$ cat config.mk
export PLATFORM = sky130hd
export DESIGN_NAME = i2c_master_bit_sequencer
export DESIGN_NICKNAME = d
export VERILOG_FILES = /design/src/rtl/core/i2cm_pkg.sv /design/src/rtl/core/i2cm_regs.sv /design/src/rtl/core/i2cm_seq.sv /design/src/rtl/core/i2c_master_bit_sequencer.sv
export VERILOG_INCLUDE_DIRS = /design/src /design/src/rtl/core
export SDC_FILE = /design/constraint.sdc
export NUM_CORES = 1
export LEC_CHECK = 0
export BUFFER_PORTS_ARGS = -buffer_cell sky130_fd_sc_hd__buf_2
export CAP_MARGIN = 20
export CORE_ASPECT_RATIO = 1.5
export CORE_MARGIN = 8
export CORE_UTILIZATION = 42
export DETAILED_ROUTE_END_ITERATION = 12
export PLACE_DENSITY = 0.73
export SLEW_MARGIN = 20
export SYNTH_ARGS = -nofsm -noshare
export SYNTH_HDL_FRONTEND = slang
export SYNTH_SLANG_ARGS = --single-unit
export TNS_END_PERCENT = 50
$ cat constraint.sdc
create_clock -name i_clk -period 2.77 [get_ports i_clk]
set_clock_uncertainty 0.05 [all_clocks]
set_input_delay 0 -clock i_clk [delete_from_list [all_inputs] [get_ports i_clk]]
set_output_delay 0 -clock i_clk [all_outputs]
set_load 0.01 [all_outputs]
$ cat src/rtl/core/i2c_master_bit_sequencer_assert.svh
// ---------------------------------------------------------------------------
// I2C master bit sequencer assertion macros
// Assertion helpers used by the sequencer core; empty under synthesis.
// ---------------------------------------------------------------------------
`ifndef I2C_MASTER_BIT_SEQUENCER_ASSERT_SVH
`define I2C_MASTER_BIT_SEQUENCER_ASSERT_SVH
`ifndef SYNTHESIS
`define I2CM_ASSERT_NOW(lbl, clk, rst_n, expr, msg) \
    lbl: assert property (@(posedge clk) disable iff (!rst_n) (expr)) else $error(msg);
`define I2CM_ASSERT_NEXT(lbl, clk, rst_n, ante, cons, msg) \
    lbl: assert property (@(posedge clk) disable iff (!rst_n) (ante) |=> (cons)) \
        else $error(msg);
`else
`define I2CM_ASSERT_NOW(lbl, clk, rst_n, expr, msg)
`define I2CM_ASSERT_NEXT(lbl, clk, rst_n, ante, cons, msg)
`endif
`endif

$ cat src/rtl/core/i2cm_pkg.sv
`timescale 1ns / 1ps
// ---------------------------------------------------------------------------
// I2C master bit sequencer package
// Types, codes and constants shared by the sequencer modules.
// ---------------------------------------------------------------------------
package i2cm_pkg;

    localparam int unsigned DELAY_BITS = 16;
    localparam int unsigned CFG_BITS   = 16;

    localparam logic [3:0] RESET_CLOCKS = 4'd9;
    localparam logic [3:0] BYTE_BITS    = 4'd8;

    localparam logic [CFG_BITS-1:0] PHASE_DELAY_RST  = 16'd125;
    localparam logic [CFG_BITS-1:0] RESET_SETTLE_RST = 16'd2500;

    localparam logic [2:0] OP_START     = 3'd0;
    localparam logic [2:0] OP_RESTART   = 3'd1;
    localparam logic [2:0] OP_STOP      = 3'd2;
    localparam logic [2:0] OP_WRITE     = 3'd3;
    localparam logic [2:0] OP_READ      = 3'd4;
    localparam logic [2:0] OP_BUS_RESET = 3'd5;

    localparam logic REG_PHASE_DELAY  = 1'b0;
    localparam logic REG_RESET_SETTLE = 1'b1;

    typedef enum logic [16:0] {
        S_IDLE   = 17'b0_0000_0000_0000_0001,
        S_ST_A   = 17'b0_0000_0000_0000_0010,
        S_ST_B   = 17'b0_0000_0000_0000_0100,
        S_RS_A   = 17'b0_0000_0000_0000_1000,
        S_RS_S   = 17'b0_0000_0000_0001_0000,
        S_RS_B   = 17'b0_0000_0000_0010_0000,
        S_SP_A   = 17'b0_0000_0000_0100_0000,
        S_SP_S   = 17'b0_0000_0000_1000_0000,
        S_SP_B   = 17'b0_0000_0001_0000_0000,
        S_SP_C   = 17'b0_0000_0010_0000_0000,
        S_GAP    = 17'b0_0000_0100_0000_0000,
        S_WB_A   = 17'b0_0000_1000_0000_0000,
        S_WB_B   = 17'b0_0001_0000_0000_0000,
        S_RB_A   = 17'b0_0010_0000_0000_0000,
        S_RB_S   = 17'b0_0100_0000_0000_0000,
        S_RB_B   = 17'b0_1000_0000_0000_0000,
        S_SETTLE = 17'b1_0000_0000_0000_0000
    } t_seq_state;

    typedef struct packed {
        logic [CFG_BITS-1:0] phase_delay_ticks;
        logic [CFG_BITS-1:0] reset_settle_ticks;
    } t_cfg;

    typedef struct packed {
        logic [3:0] pad;
        logic       sda_in;
        logic       scl_in;
        logic       nack;
        logic [7:0] wr_data;
        logic       cmd_valid;
    } t_cmd;

    typedef struct packed {
        logic [1:0] pad;
        logic       arb_lost;
        logic       ack_bit;
        logic [7:0] rd_data;
        logic       done_res;
        logic       ready_res;
        logic       sda_out;
        logic       scl_out;
    } t_res;

endpackage

$ cat src/rtl/core/i2cm_regs.sv
`timescale 1ns / 1ps
// ---------------------------------------------------------------------------
// I2C master configuration registers
// APB-style register file holding the phase delay and the reset settle time.
// ---------------------------------------------------------------------------
module i2cm_regs (
    input  logic          i_clk,
    input  logic          i_rst_n,
    input  logic          psel,
    input  logic          penable,
    input  logic          pwrite,
    input  logic [2:0]    paddr,
    input  logic [31:0]   pwdata,
    output logic [31:0]   prdata,
    output logic          pready,
    output i2cm_pkg::t_cfg o_cfg
);
    import i2cm_pkg::*;

    logic [CFG_BITS-1:0] r_phase;
    logic [CFG_BITS-1:0] r_settle;
    logic                wr_en;
    logic                reg_sel;

    assign pready  = 1'b1;
    assign reg_sel = paddr[2];
    assign wr_en   = psel && penable && pwrite && pready;

    always_ff @(posedge i_clk) begin
        if (!i_rst_n) begin
            r_phase  <= PHASE_DELAY_RST;
            r_settle <= RESET_SETTLE_RST;
        end else if (wr_en) begin
            case (reg_sel)
                REG_PHASE_DELAY:  r_phase  <= pwdata[CFG_BITS-1:0];
                REG_RESET_SETTLE: r_settle <= pwdata[CFG_BITS-1:0];
                default: ;
            endcase
        end
    end

    always_comb begin
        case (reg_sel)
            REG_PHASE_DELAY:  prdata = {{(32-CFG_BITS){1'b0}}, r_phase};
            REG_RESET_SETTLE: prdata = {{(32-CFG_BITS){1'b0}}, r_settle};
            default:          prdata = '0;
        endcase
    end

    assign o_cfg.phase_delay_ticks  = r_phase;
    assign o_cfg.reset_settle_ticks = r_settle;

endmodule

$ cat src/rtl/core/i2cm_seq.sv
`timescale 1ns / 1ps
`include "i2c_master_bit_sequencer_assert.svh"
// ---------------------------------------------------------------------------
// I2C master bit sequencer core
// Advances the bus state machine by one tick per item and registers the result.
// ---------------------------------------------------------------------------
module i2cm_seq (
    input  logic           i_clk,
    input  logic           i_rst_n,
    input  i2cm_pkg::t_cfg i_cfg,
    input  logic           i_cmd_valid,
    input  i2cm_pkg::t_cmd i_cmd,
    input  logic [2:0]     i_op,
    output logic           o_cmd_ready,
    output logic           o_res_valid,
    output i2cm_pkg::t_res o_res,
    input  logic           i_res_ready
);
    import i2cm_pkg::*;

    t_seq_state            r_state, n_state;
    logic [DELAY_BITS-1:0] r_delay, n_delay;
    logic [3:0]            r_bit, n_bit;
    logic [7:0]            r_shift, n_shift;
    logic                  r_scl, n_scl;
    logic                  r_sda, n_sda;
    logic [2:0]            r_op, n_op;
    logic                  r_nack, n_nack;
    logic                  r_stretch, n_stretch;
    logic                  r_ack, n_ack;
    logic                  r_res_valid;
    t_res                  r_res, n_res;

    logic                  fire;
    logic                  fin;
    logic                  lost;
    logic                  waiting;
    logic                  held;
    logic [DELAY_BITS-1:0] phase;

    assign fire        = i_cmd_valid && (!r_res_valid || i_res_ready);
    assign o_cmd_ready = !r_res_valid || i_res_ready;
    assign o_res_valid = r_res_valid;
    assign o_res       = r_res;

    assign phase   = DELAY_BITS'(i_cfg.phase_delay_ticks);
    assign waiting = (r_delay != '0);
    assign held    = r_stretch && !i_cmd.scl_in;

    always_comb begin
        n_state   = r_state;
        n_delay   = r_delay;
        n_bit     = r_bit;
        n_shift   = r_shift;
        n_scl     = r_scl;
        n_sda     = r_sda;
        n_op      = r_op;
        n_nack    = r_nack;
        n_stretch = r_stretch;
        n_ack     = r_ack;
        fin       = 1'b0;
        lost      = 1'b0;

        case (r_state)
            S_IDLE: begin
                if (i_cmd.cmd_valid && (i_op <= OP_BUS_RESET)) begin
                    n_op      = i_op;
                    n_nack    = i_cmd.nack;
                    n_bit     = '0;
                    n_stretch = (i_op != OP_BUS_RESET);
                    case (i_op)
                        OP_START: begin
                            if (i_cmd.sda_in) begin
                                n_sda   = 1'b0;
                                n_delay = phase;
                                n_state = S_ST_A;
                            end else begin
                                fin  = 1'b1;
                                lost = 1'b1;
                            end
                        end
                        OP_RESTART: begin
                            n_sda   = 1'b1;
                            n_delay = phase;
                            n_state = S_RS_A;
                        end
                        OP_STOP: begin
                            n_sda   = 1'b0;
                            n_delay = phase;
                            n_state = S_SP_A;
                        end
                        OP_WRITE: begin
                            n_shift = i_cmd.wr_data;
                            n_sda   = i_cmd.wr_data[7];
                            n_delay = phase;
                            n_state = S_WB_A;
                        end
                        OP_READ: begin
                            n_shift = '0;
                            n_sda   = 1'b1;
                            n_delay = phase;
                            n_state = S_RB_A;
                        end
                        default: begin
                            if (i_cmd.sda_in) begin
                                n_sda   = 1'b0;
                                n_delay = phase;
                                n_state = S_ST_A;
                            end else begin
                                n_sda   = 1'b1;
                                n_delay = phase;
                                n_state = S_WB_A;
                            end
                        end
                    endcase
                end
            end
            S_ST_A: begin
                if (waiting) begin
                    n_delay = r_delay - 1'b1;
                end else begin
                    n_scl   = 1'b0;
                    n_delay = phase;
                    n_state = S_ST_B;
                end
            end
            S_ST_B: begin
                if (waiting) begin
                    n_delay = r_delay - 1'b1;
                end else if (r_op == OP_BUS_RESET) begin
                    n_delay = phase;
                    if (r_bit == '0) begin
                        n_sda   = 1'b1;
                        n_state = S_WB_A;
                    end else begin
                        n_sda   = 1'b0;
                        n_state = S_SP_A;
                    end
                end else begin
                    fin = 1'b1;
                end
            end
            S_RS_A: begin
                if (waiting) begin
                    n_delay = r_delay - 1'b1;
                end else begin
                    n_scl   = 1'b1;
                    n_state = S_RS_S;
                end
            end
            S_RS_S: begin
                if (!held) begin
                    n_delay = phase;
                    n_state = S_RS_B;
                end
            end
            S_RS_B: begin
                if (waiting) begin
                    n_delay = r_delay - 1'b1;
                end else if (!i_cmd.sda_in) begin
                    if (r_op == OP_BUS_RESET) begin
                        n_sda   = 1'b0;
                        n_delay = phase;
                        n_state = S_SP_A;
                    end else begin
                        fin  = 1'b1;
                        lost = 1'b1;
                    end
                end else begin
                    n_sda   = 1'b0;
                    n_delay = phase;
                    n_state = S_ST_A;
                end
            end
            S_SP_A: begin
                if (waiting) begin
                    n_delay = r_delay - 1'b1;
                end else begin
                    n_scl   = 1'b1;
                    n_state = S_SP_S;
                end
            end
            S_SP_S: begin
                if (!held) begin
                    n_delay = phase;
                    n_state = S_SP_B;
                end
            end
            S_SP_B: begin
                if (waiting) begin
                    n_delay = r_delay - 1'b1;
                end else begin
                    n_sda   = 1'b1;
                    n_delay = phase;
                    n_state = S_SP_C;
                end
            end
            S_SP_C: begin
                if (waiting) begin
                    n_delay = r_delay - 1'b1;
                end else if (r_op == OP_BUS_RESET) begin
                    n_delay = DELAY_BITS'(i_cfg.reset_settle_ticks);
                    n_state = S_SETTLE;
                end else begin
                    fin  = 1'b1;
                    lost = !i_cmd.sda_in;
                end
            end
            S_GAP: begin
                case (r_op)
                    OP_WRITE: begin
                        n_delay = phase;
                        if (r_bit < BYTE_BITS) begin
                            n_sda   = r_shift[7];
                            n_state = S_WB_A;
                        end else if (r_bit == BYTE_BITS) begin
                            n_sda   = 1'b1;
                            n_state = S_RB_A;
                        end else begin
                            fin = 1'b1;
                        end
                    end
                    OP_READ: begin
                        n_delay = phase;
                        if (r_bit < BYTE_BITS) begin
                            n_sda   = 1'b1;
                            n_state = S_RB_A;
                        end else if (r_bit == BYTE_BITS) begin
                            n_sda   = r_nack;
                            n_state = S_WB_A;
                        end else begin
                            fin = 1'b1;
                        end
                    end
                    OP_BUS_RESET: begin
                        n_sda   = 1'b1;
                        n_delay = phase;
                        if (r_bit < RESET_CLOCKS) begin
                            n_state = S_WB_A;
                        end else begin
                            n_state = S_RS_A;
                        end
                    end
                    default: begin
                        fin = 1'b1;
                    end
                endcase
            end
            S_WB_A: begin
                if (waiting) begin
                    n_delay = r_delay - 1'b1;
                end else begin
                    n_scl   = 1'b1;
                    n_delay = phase;
                    n_state = S_WB_B;
                end
            end
            S_WB_B: begin
                if (waiting) begin
                    n_delay = r_delay - 1'b1;
                end else if (held) begin
                    n_state = S_WB_B;
                end else if (r_sda && !i_cmd.sda_in && (r_op != OP_BUS_RESET)) begin
                    fin  = 1'b1;
                    lost = 1'b1;
                end else begin
                    n_scl = 1'b0;
                    if (r_op == OP_WRITE) begin
                        n_shift = {r_shift[6:0], 1'b0};
                    end
                    n_bit   = r_bit + 1'b1;
                    n_state = S_GAP;
                end
            end
            S_RB_A: begin
                if (waiting) begin
                    n_delay = r_delay - 1'b1;
                end else begin
                    n_scl   = 1'b1;
                    n_state = S_RB_S;
                end
            end
            S_RB_S: begin
                if (!held) begin
                    n_delay = phase;
                    n_state = S_RB_B;
                end
            end
            S_RB_B: begin
                if (waiting) begin
                    n_delay = r_delay - 1'b1;
                end else begin
                    n_scl = 1'b0;
                    if (r_op == OP_READ) begin
                        n_shift = {r_shift[6:0], i_cmd.sda_in};
                    end else if (r_op == OP_WRITE) begin
                        n_ack = i_cmd.sda_in;
                    end
                    n_bit   = r_bit + 1'b1;
                    n_state = S_GAP;
                end
            end
            S_SETTLE: begin
                if (waiting) begin
                    n_delay = r_delay - 1'b1;
                end else begin
                    fin = 1'b1;
                end
            end
            default: begin
                n_state = S_IDLE;
            end
        endcase

        if (fin) begin
            n_state = S_IDLE;
        end

        n_res           = '0;
        n_res.scl_out   = n_scl;
        n_res.sda_out   = n_sda;
        n_res.ready_res = (r_state == S_IDLE);
        n_res.done_res  = fin;
        n_res.rd_data   = (fin && (n_op == OP_READ)) ? n_shift : 8'h00;
        n_res.ack_bit   = n_ack;
        n_res.arb_lost  = fin && lost;
    end

    always_ff @(posedge i_clk) begin
        if (!i_rst_n) begin
            r_state     <= S_IDLE;
            r_delay     <= '0;
            r_bit       <= '0;
            r_shift     <= '0;
            r_scl       <= 1'b1;
            r_sda       <= 1'b1;
            r_op        <= OP_START;
            r_nack      <= 1'b0;
            r_stretch   <= 1'b0;
            r_ack       <= 1'b0;
            r_res_valid <= 1'b0;
        end else begin
            if (fire) begin
                r_state   <= n_state;
                r_delay   <= n_delay;
                r_bit     <= n_bit;
                r_shift   <= n_shift;
                r_scl     <= n_scl;
                r_sda     <= n_sda;
                r_op      <= n_op;
                r_nack    <= n_nack;
                r_stretch <= n_stretch;
                r_ack     <= n_ack;
            end
            if (fire) begin
                r_res_valid <= 1'b1;
            end else if (i_res_ready) begin
                r_res_valid <= 1'b0;
            end
        end
    end

    always_ff @(posedge i_clk) begin
        if (fire) begin
            r_res <= n_res;
        end
    end

    `I2CM_ASSERT_NOW(a_state_onehot, i_clk, i_rst_n, $onehot(r_state), "state not one-hot")
    `I2CM_ASSERT_NOW(a_bit_bound, i_clk, i_rst_n, r_bit <= RESET_CLOCKS, "bit count overrun")
    `I2CM_ASSERT_NEXT(a_done_idle, i_clk, i_rst_n, fire && fin, r_state == S_IDLE, "done not idle")
    `I2CM_ASSERT_NEXT(a_gap_once, i_clk, i_rst_n, fire && (r_state == S_GAP), r_state != S_GAP, "gap repeated")

endmodule

$ cat src/rtl/core/i2c_master_bit_sequencer.sv
`timescale 1ns / 1ps
// ---------------------------------------------------------------------------
// I2C master bit sequencer
// Top level: input register, configuration registers and the bus sequencer.
// ---------------------------------------------------------------------------
// Each item on the slave stream is one bus tick: the sampled SCL and SDA
// levels plus an optional command (start, restart, stop, write byte, read
// byte, bus reset) that is taken only while the sequencer is idle.
// Every item yields exactly one item on the master stream with the SCL and
// SDA drives, the idle flag, the done pulse, the read byte, the ACK bit of
// the last write and the arbitration-lost flag.
// An item is captured in the input register, then passes the sequencer logic
// into the result register, from which its result is offered to the receiver.
// One item is accepted per cycle when the output is not stalled.
// When the receiver holds tready low, the result register keeps its item and
// the input register stalls behind it; nothing is lost or repeated.
// Synchronous reset releases both lines, returns to idle and loads the
// delay registers with 125 and 2500 ticks. The user writes the delay registers
// over the APB port only while no command runs; the block does not enforce it.
// ---------------------------------------------------------------------------
module i2c_master_bit_sequencer (
    input  logic        i_clk,
    input  logic        i_rst_n,
    input  logic        s_axis_tvalid,
    output logic        s_axis_tready,
    // cmd_valid[0], wr_data[8:1], nack[9], scl_in[10], sda_in[11], zero[15:12]
    input  logic [15:0] s_axis_tdata,
    // op[2:0]
    input  logic [2:0]  s_axis_tuser,
    output logic        m_axis_tvalid,
    input  logic        m_axis_tready,
    // scl_out[0], sda_out[1], ready_res[2], done_res[3], rd_data[11:4],
    // ack_bit[12], arb_lost[13], zero[15:14]
    output logic [15:0] m_axis_tdata,
    input  logic        psel,
    input  logic        penable,
    input  logic        pwrite,
    input  logic [2:0]  paddr,
    input  logic [31:0] pwdata,
    output logic [31:0] prdata,
    output logic        pready
);
    import i2cm_pkg::*;

    logic       r_in_valid;
    t_cmd       r_in_cmd;
    logic [2:0] r_in_op;
    logic       seq_ready;
    t_cfg       cfg;
    t_res       res;

    assign s_axis_tready = !r_in_valid || seq_ready;

    always_ff @(posedge i_clk) begin
        if (!i_rst_n) begin
            r_in_valid <= 1'b0;
        end else if (s_axis_tready) begin
            r_in_valid <= s_axis_tvalid;
        end
    end

    always_ff @(posedge i_clk) begin
        if (s_axis_tvalid && s_axis_tready) begin
            r_in_cmd <= t_cmd'(s_axis_tdata);
            r_in_op  <= s_axis_tuser;
        end
    end

    i2cm_regs u_regs (
        .i_clk   (i_clk),
        .i_rst_n (i_rst_n),
        .psel    (psel),
        .penable (penable),
        .pwrite  (pwrite),
        .paddr   (paddr),
        .pwdata  (pwdata),
        .prdata  (prdata),
        .pready  (pready),
        .o_cfg   (cfg)
    );

    i2cm_seq u_seq (
        .i_clk       (i_clk),
        .i_rst_n     (i_rst_n),
        .i_cfg       (cfg),
        .i_cmd_valid (r_in_valid),
        .i_cmd       (r_in_cmd),
        .i_op        (r_in_op),
        .o_cmd_ready (seq_ready),
        .o_res_valid (m_axis_tvalid),
        .o_res       (res),
        .i_res_ready (m_axis_tready)
    );

    assign m_axis_tdata = 16'(res);

endmodule
==> results of run 1 <==
cell type report:
| cell class | instances | area (sq um) |
|---|---|---|
| Multi-Input combinational cell | 696 | 4680 |
| Fill cell | 1333 | 5860 |
| Clock buffer | 17 | 425 |
| Clock inverter | 15 | 195 |
| Timing Repair Buffer | 329 | 2570 |
| Sequential cell | 116 | 2630 |
| Inverter | 20 | 77.6 |
| Tap cell | 210 | 263 |
metrics by stage:
step / power, mW / util, % / setup TNS, ns / instances / setup WS [ns]
final: 5.54 / 64.9 / -9.03 / 1403 / -0.308
after global routing: 5.69 / 64.9 / -12.62 / 1403 / -0.368
after CTS: 5.39 / 62.1 / -2.81 / 1382 / -0.180
after detailed placement: 2.89 / 53.3 / -6.51 / 1296 / -0.306
after global placement: 2.88 / 53.3 / -5.61 / 1296 / -0.296
after floorplan: 2.47 / - / -1.79 / 900 / -0.116
cells in the final DEF, fill, tap and decap left out, drive strengths merged, types with 6 or more instances in the layout:
cell and n:
buf 292, nand2 141, dfxtp 87, a21oi 77, nor2 72, o21ai 50
nand3 40, dlygate4sd3 35, edfxtp 29, inv 27, nor3 26, conb 19
clkbuf 19, nand4 17, mux2 17, a22oi 14, nor4 12, nor2b 10
nand2b 10, and3 10, o21a 9, or4 9, or3 9, a31oi 8
o211ai 7, o41ai 7, a311oi 7, a211oi 7, nand4b 6, mux2i 6
timing repair:
action,CTS,global route
setup buffers,17,20
hold buffers,35,0
cloned,2,2
hold endpoints to repair,50,0
setup endpoints to repair,53,56
resized for setup,87,56
pin swaps,36,24
registers in the layout, indices dropped and copies added, names as in the netlist, 3 cells and up:
name / flops
u_seq.o_res: 14
u_seq.r_state: 17
u_regs.r_phase: 16
u_seq.r_shift: 8
u_seq.r_delay: 16
u_seq.r_op: 3
u_regs.r_settle: 16
r_in_cmd: 12
u_seq.r_bit: 4
r_in_op: 3
cells by family after synthesis:
family / after synthesis / share of synthesized area [%]
xor gates and xnor gates: 10 / 1.23
adders and majority gates: 4 / 0.702
other: 2 / 0.105
muxes: 23 / 3.53
buffers and inverters: 89 / 6.14
AOI/OAI and AO/OA: 249 / 23.7
and+or+nand+nor: 390 / 28.0
DFF: 116 / 36.6
power by group through the flow:
| stage | logic [mW] | registers (mW) | clock network [mW] |
|---|---|---|---|
| 4_1_cts | 1.18 | 1.84 | 2.37 |
| 2_1_floorplan | 0.586 | 1.88 | 0 |
| 5_1_grt | 1.40 | 1.85 | 2.44 |
| 6_report | 1.34 | 1.84 | 2.36 |
| 3_3_place_gp | 1.01 | 1.87 | 0 |
| 3_5_place_dp | 1.02 | 1.88 | 0 |
worst max-delay path: stages (launching register included):
cell and delay, ns:
dfxtp_2 0.32, or4_4 0.58, nor4_4 0.30, buf_4 0.17
o211ai_1 0.25, buf_4 0.25, a31oi_4 0.17, nand4b_1 0.19
or3b_1 0.37, a311oi_1 0.23, o21a_1 0.16
path summary, 6_finish.rpt:
kind | start | end | slack [ns] | depth (start not counted)
worst min-delay path | penable | u_regs.r_settle[1] | 0.07 | 5
worst min register to register | u_regs.r_phase[13] | u_regs.r_phase[13] | 0.42 | 2
worst max-delay path | u_seq.r_state[12] | u_seq.r_delay[12] | -0.31 | 10
worst max register to register | u_seq.r_state[12] | u_seq.r_delay[12] | -0.31 | 10
per-layer routing:
layer	up-vias	global-route usage (%)	share of wire (%)
li1	3848	-	-
met1	4037	26.5	33
met2	519	46.7	50
met3	185	6.08	8.5
met4	0	21.8	8.5
met5	-	0	0
==> flow_summary.yaml, run 1 <==
outcome:
  status: "finished, violations left"
  violations: "setup timing"
synthesis:
  yosysTopAreaCellShare_pct: 24.4
  synthFlopType: "dfxtp_1"
  ys_top_cells_by_count: "nand2_1, dfxtp_1, a21oi_1, nor2_1, o21ai_0"
  yosysMostFrequentCell: "nand2_1"
  ys_seq_elements: 116
  yosysTopAreaCell: "dfxtp_1"
  synth_cells: 883
  ys.warnings.count: 0
  synth.yosys.seq_area_share_pct: 36.6
  synth_cell_type_count: 86
  ys_top_cells_by_area: "dfxtp_1, edfxtp_1, nand2_1"
  synth_edf_count: 29
  synthesis.area_per_instance_sq_um: 8.08
  ys_async_sr_fraction_pct: 0
  synthesis.area_sq_um: 7130
sta:
  rsz0062_at_grt: "yes"
  final.setup.worst_slack_ns: -0.308
  clock.fmax_ghz: 0.325
  hold_ws_ns: 0.0659
  tightest_slew_ns: 0.750
  setup_viol: 51
  slew_violations: 0
  slew_headroom_pct: 49.6
  hold_viol: 0
  period_needed_ns: 3.08
  finalCritPeriodShare_pct: 111
floorplanning:
  rows: 58
  ios: 112
  initial_core_util_pct: 42.7
  die_w_microns: 122
  die_area_sq_um: 21500
  die_h_microns: 176
  core_sq_um: 16700
worst_setup_path:
  endpoint_kind: "flip-flop"
  arrival_ns: 3.40
  crit_required_ns: 3.10
  cp-start-kind: "flip-flop"
  crit_path_max_fanout: 3
  crit_type: "reg -> reg"
grt:
  grt_usage_pct: 26.8
  grt-ovfl-total: 0
  grt_pass1_wl_mm: 44.9
  grt_max_degree: 35
  grt_pass1_vias: 8481
  antenna_found_initial: 0
pwr:
  switchingPower_mw: 1.70
  p_int_mw: 3.84
  power_frac_comb_pct: 24.1
  p_seq_share_pct: 33.3
  leakage_nw: 4.48
  ir_drop_mv: 0.466
  powerDensity_nw_per_um2: 512
  pwr-share-clk_pct: 42.6
  swShare_pct: 30.7
final_layout:
  diodes: 0
  final_layout_size_suffix_gt1_share_pct: 39.1
  final_area_sq_um: 10800
  fin_nets: 1245
  area_growth_pct: 51.9
clock_tree:
  cts_sinks: 116
  cts_buffers: 17
  path_clk_slew_ns: 0.06
  cts_max_level: 4
  cts_tree: "done"
  insertion_delay_ns: 0.44
  cts-root-buf: "clkbuf_16"
  clockBufferDepth: 2
route:
  drc: 0
  wl_mm: 29.9
  ant_nets: 0
  post_drt_wl_per_cell_microns: 21.3
  drtPass1Iterations: 8
  vias: 8589
  vias_per_cell: 6.12
  drt_iter0_drc: 777
hold_path:
  hp-class: "in -> reg"
place:
  placed_area_sq_um: 8900
  place_congestion: 0.991
  hpwlAfterDp_mm: 20.0
  port_buffers: 70
flow_run:
  drv_cap: 0
Note: power is estimated with default switching activity, not from simulation.
==> run 2: changes to the inputs <==
- CORE_UTILIZATION: 42 -> 52
- PLACE_DENSITY: 0.73 -> 0.76
==> run 2 against run 1 <==
Net effect:
- the flow still finishes with violations (setup timing)
- hold slack improved by 0.0037 ns
- sequential power about the same
- final cell count decreased by 5.3%
- die area decreased by 17%
- clock-buffer cell count unchanged
- setup slack improved by 0.072 ns
==> flow_summary.yaml, run 2 (same netlist as run 1, synthesis figures left out) <==
worst_setup_path:
  cp-start-kind: "flip-flop"
  crit_path_max_fanout: 8
  crit_top_cell: "or3_4"
  reg2regPathDepth: 12
  slowest_delay_ns: 0.44
  crit_type: "reg -> reg"
  endpoint_kind: "flip-flop"
  arrival_ns: 3.25
  path_buf_inv: 3
  cp_top_family: "simple AND/OR/NAND/NOR gates"
  crit_required_ns: 3.02
  path_cells: "inv_2 -> ha_4 -> or3b_4 -> or3_4 -> or3_4 -> buf_4 -> nor3_4 -> buf_6 -> o21ai_4 -> o21ai_1 -> o21a_1 -> nor2_1"
  slowest_stage: "or3_4"
  critical_path_depth: 12
grt:
  grt_pass1_vias: 8549
  grt_pass1_wl_mm: 44.5
  grt_max_degree: 56
  antenna_found_initial: 0
  grt-ovfl-total: 0
  grt_usage_pct: 31.2
place:
  place_congestion: 1.01
  pre_cts_ws_ns: -0.211
  dp.cells: 1242
  port_buffers: 70
  hpwlAfterDp_mm: 18.9
pwr:
  powerDensity_nw_per_um2: 531
  total_power_mw: 5.47
  leakage_nw: 4.28
  ir_drop_mv: 0.639
final_layout:
  multi_input_area_sq_um: 4510
  final_layout_size_suffix_gt1_share_pct: 35.6
  fin_nets: 1219
  layout_commonest_cell: "buf_4"
  final_cell_mix: "buf_4, nand2_1, dfxtp_1, a21oi_1, buf_2"
  top_register: "u_seq.r_state"
  seqCellArea_sq_um: 2620
  diodes: 0
  fill_cells: 856
  instances_no_fill: 1329
  largest_register_ffs: 17
  area_growth_pct: 44.5
hold_path:
  hp-class: "in -> reg"
  holdPathStages: 5
sta:
  tightest_slew_ns: 1.01
  hold_viol: 0
  hold_ws_ns: 0.0695
  final.setup.worst_slack_ns: -0.236
  rsz0062_at_grt: "yes"
  setup_viol: 51
  period_needed_ns: 3.01
  clock.fmax_ghz: 0.333
  finalCritPeriodShare_pct: 109
  slew_violations: 0
  slew_headroom_pct: 31.5
clock_tree:
  clockBufferDepth: 2
  cts_tree: "done"
  insertion_delay_ns: 0.43
  cts-root-buf: "clkbuf_16"
  cts_max_level: 4
  cts_sinks: 116
  path_clk_slew_ns: 0.07
  cts_buffers: 17
route:
  vias: 8716
  drc: 0
  post_drt_wl_per_cell_microns: 22.4
  wl_mm: 29.8
  ant_nets: 0
  vias_per_cell: 6.56
  drt_iter0_drc: 842
  drtPass1Iterations: 6
floorplanning:
  die_area_sq_um: 17800
  ios: 112
  initial_core_util_pct: 53.0
  die_h_microns: 159
  die_w_microns: 112
  core_sq_um: 13500
  rows: 52
flow_run:
  drv_cap: 0
outcome:
  status: "finished, violations left"
  violations: "setup timing"
-- run 2: changes by cell type in the layout (fill, tap and decap cells not counted), sizes merged --
cell,previous run,this run
buf,292,268
clkinv,5,2
inv,27,30
clkbuf,19,17
bufinv,3,2
clkinvlp,0,1
-- run 2: repair_timing --
action,CTS,global route
endpoints found under the hold margin,53,0
resized for setup,46,46
pin swaps,21,22
hold buffers,35,0
buffers inserted,10,8
cloned,1,1
setup endpoints to repair,50,56
-- run 2: cell type report --
class,count,area share [%]
Timing Repair Buffer,303,22.2
Clock buffer,17,4.13
Clock inverter,15,1.80
Tap cell,162,1.97
Multi-Input combinational cell,696,43.8
Inverter,20,0.728
Sequential cell,116,25.4
-- run 2: where the power goes --
| group | leakage, nW | total (mW) | switching, mW | internal, mW |
|---|---|---|---|---|
| registers | 0.989 | 1.85 | 0.0470 | 1.80 |
| clock network | 0.299 | 2.35 | 0.979 | 1.37 |
| logic | 2.99 | 1.27 | 0.700 | 0.572 |
-- run 2: tightest hold or removal path, delay by kind of cell --
family / cells / cell delay, ns
AND/OR/NAND/NOR: 3 / 0.32
buffers and inverters: 1 / 0.11
AO/OA/AOI/OAI: 1 / 0.05
-- run 2: path summary, 6_finish.rpt --
path	start	end	slack, ns
setup / recovery	u_seq.r_delay[1]	u_seq.r_shift[4]	-0.24
setup reg to reg	u_seq.r_delay[1]	u_seq.r_shift[4]	-0.24
hold reg to reg	u_regs.r_phase[13]	u_regs.r_phase[13]	0.42
hold / removal	penable	u_regs.r_settle[4]	0.07
-- run 2: layer usage --
| metal | GRT usage, % | wire length, microns | vias to the layer above |
|---|---|---|---|
| met2 | 55.2 | 14900 | 653 |
| met3 | 6.26 | 2570 | 190 |
| met4 | 20.4 | 2080 | 0 |
| li1 | - | - | 3789 |
| met5 | 0 | 0 | - |
| met1 | 32.8 | 10300 | 4084 |
-- run 2: metrics by stage --
stage / setup TNS, ns / instance area (sq um) / utilization (%)
floorplan: -1.79 / 7260 / -
global placement: -3.11 / 8820 / 65.5
detailed placement: -4.78 / 8820 / 65.5
CTS: -3.52 / 10000 / 74.5
global route: -13.88 / 10300 / 76.5
finish: -7.83 / 10300 / 76.5
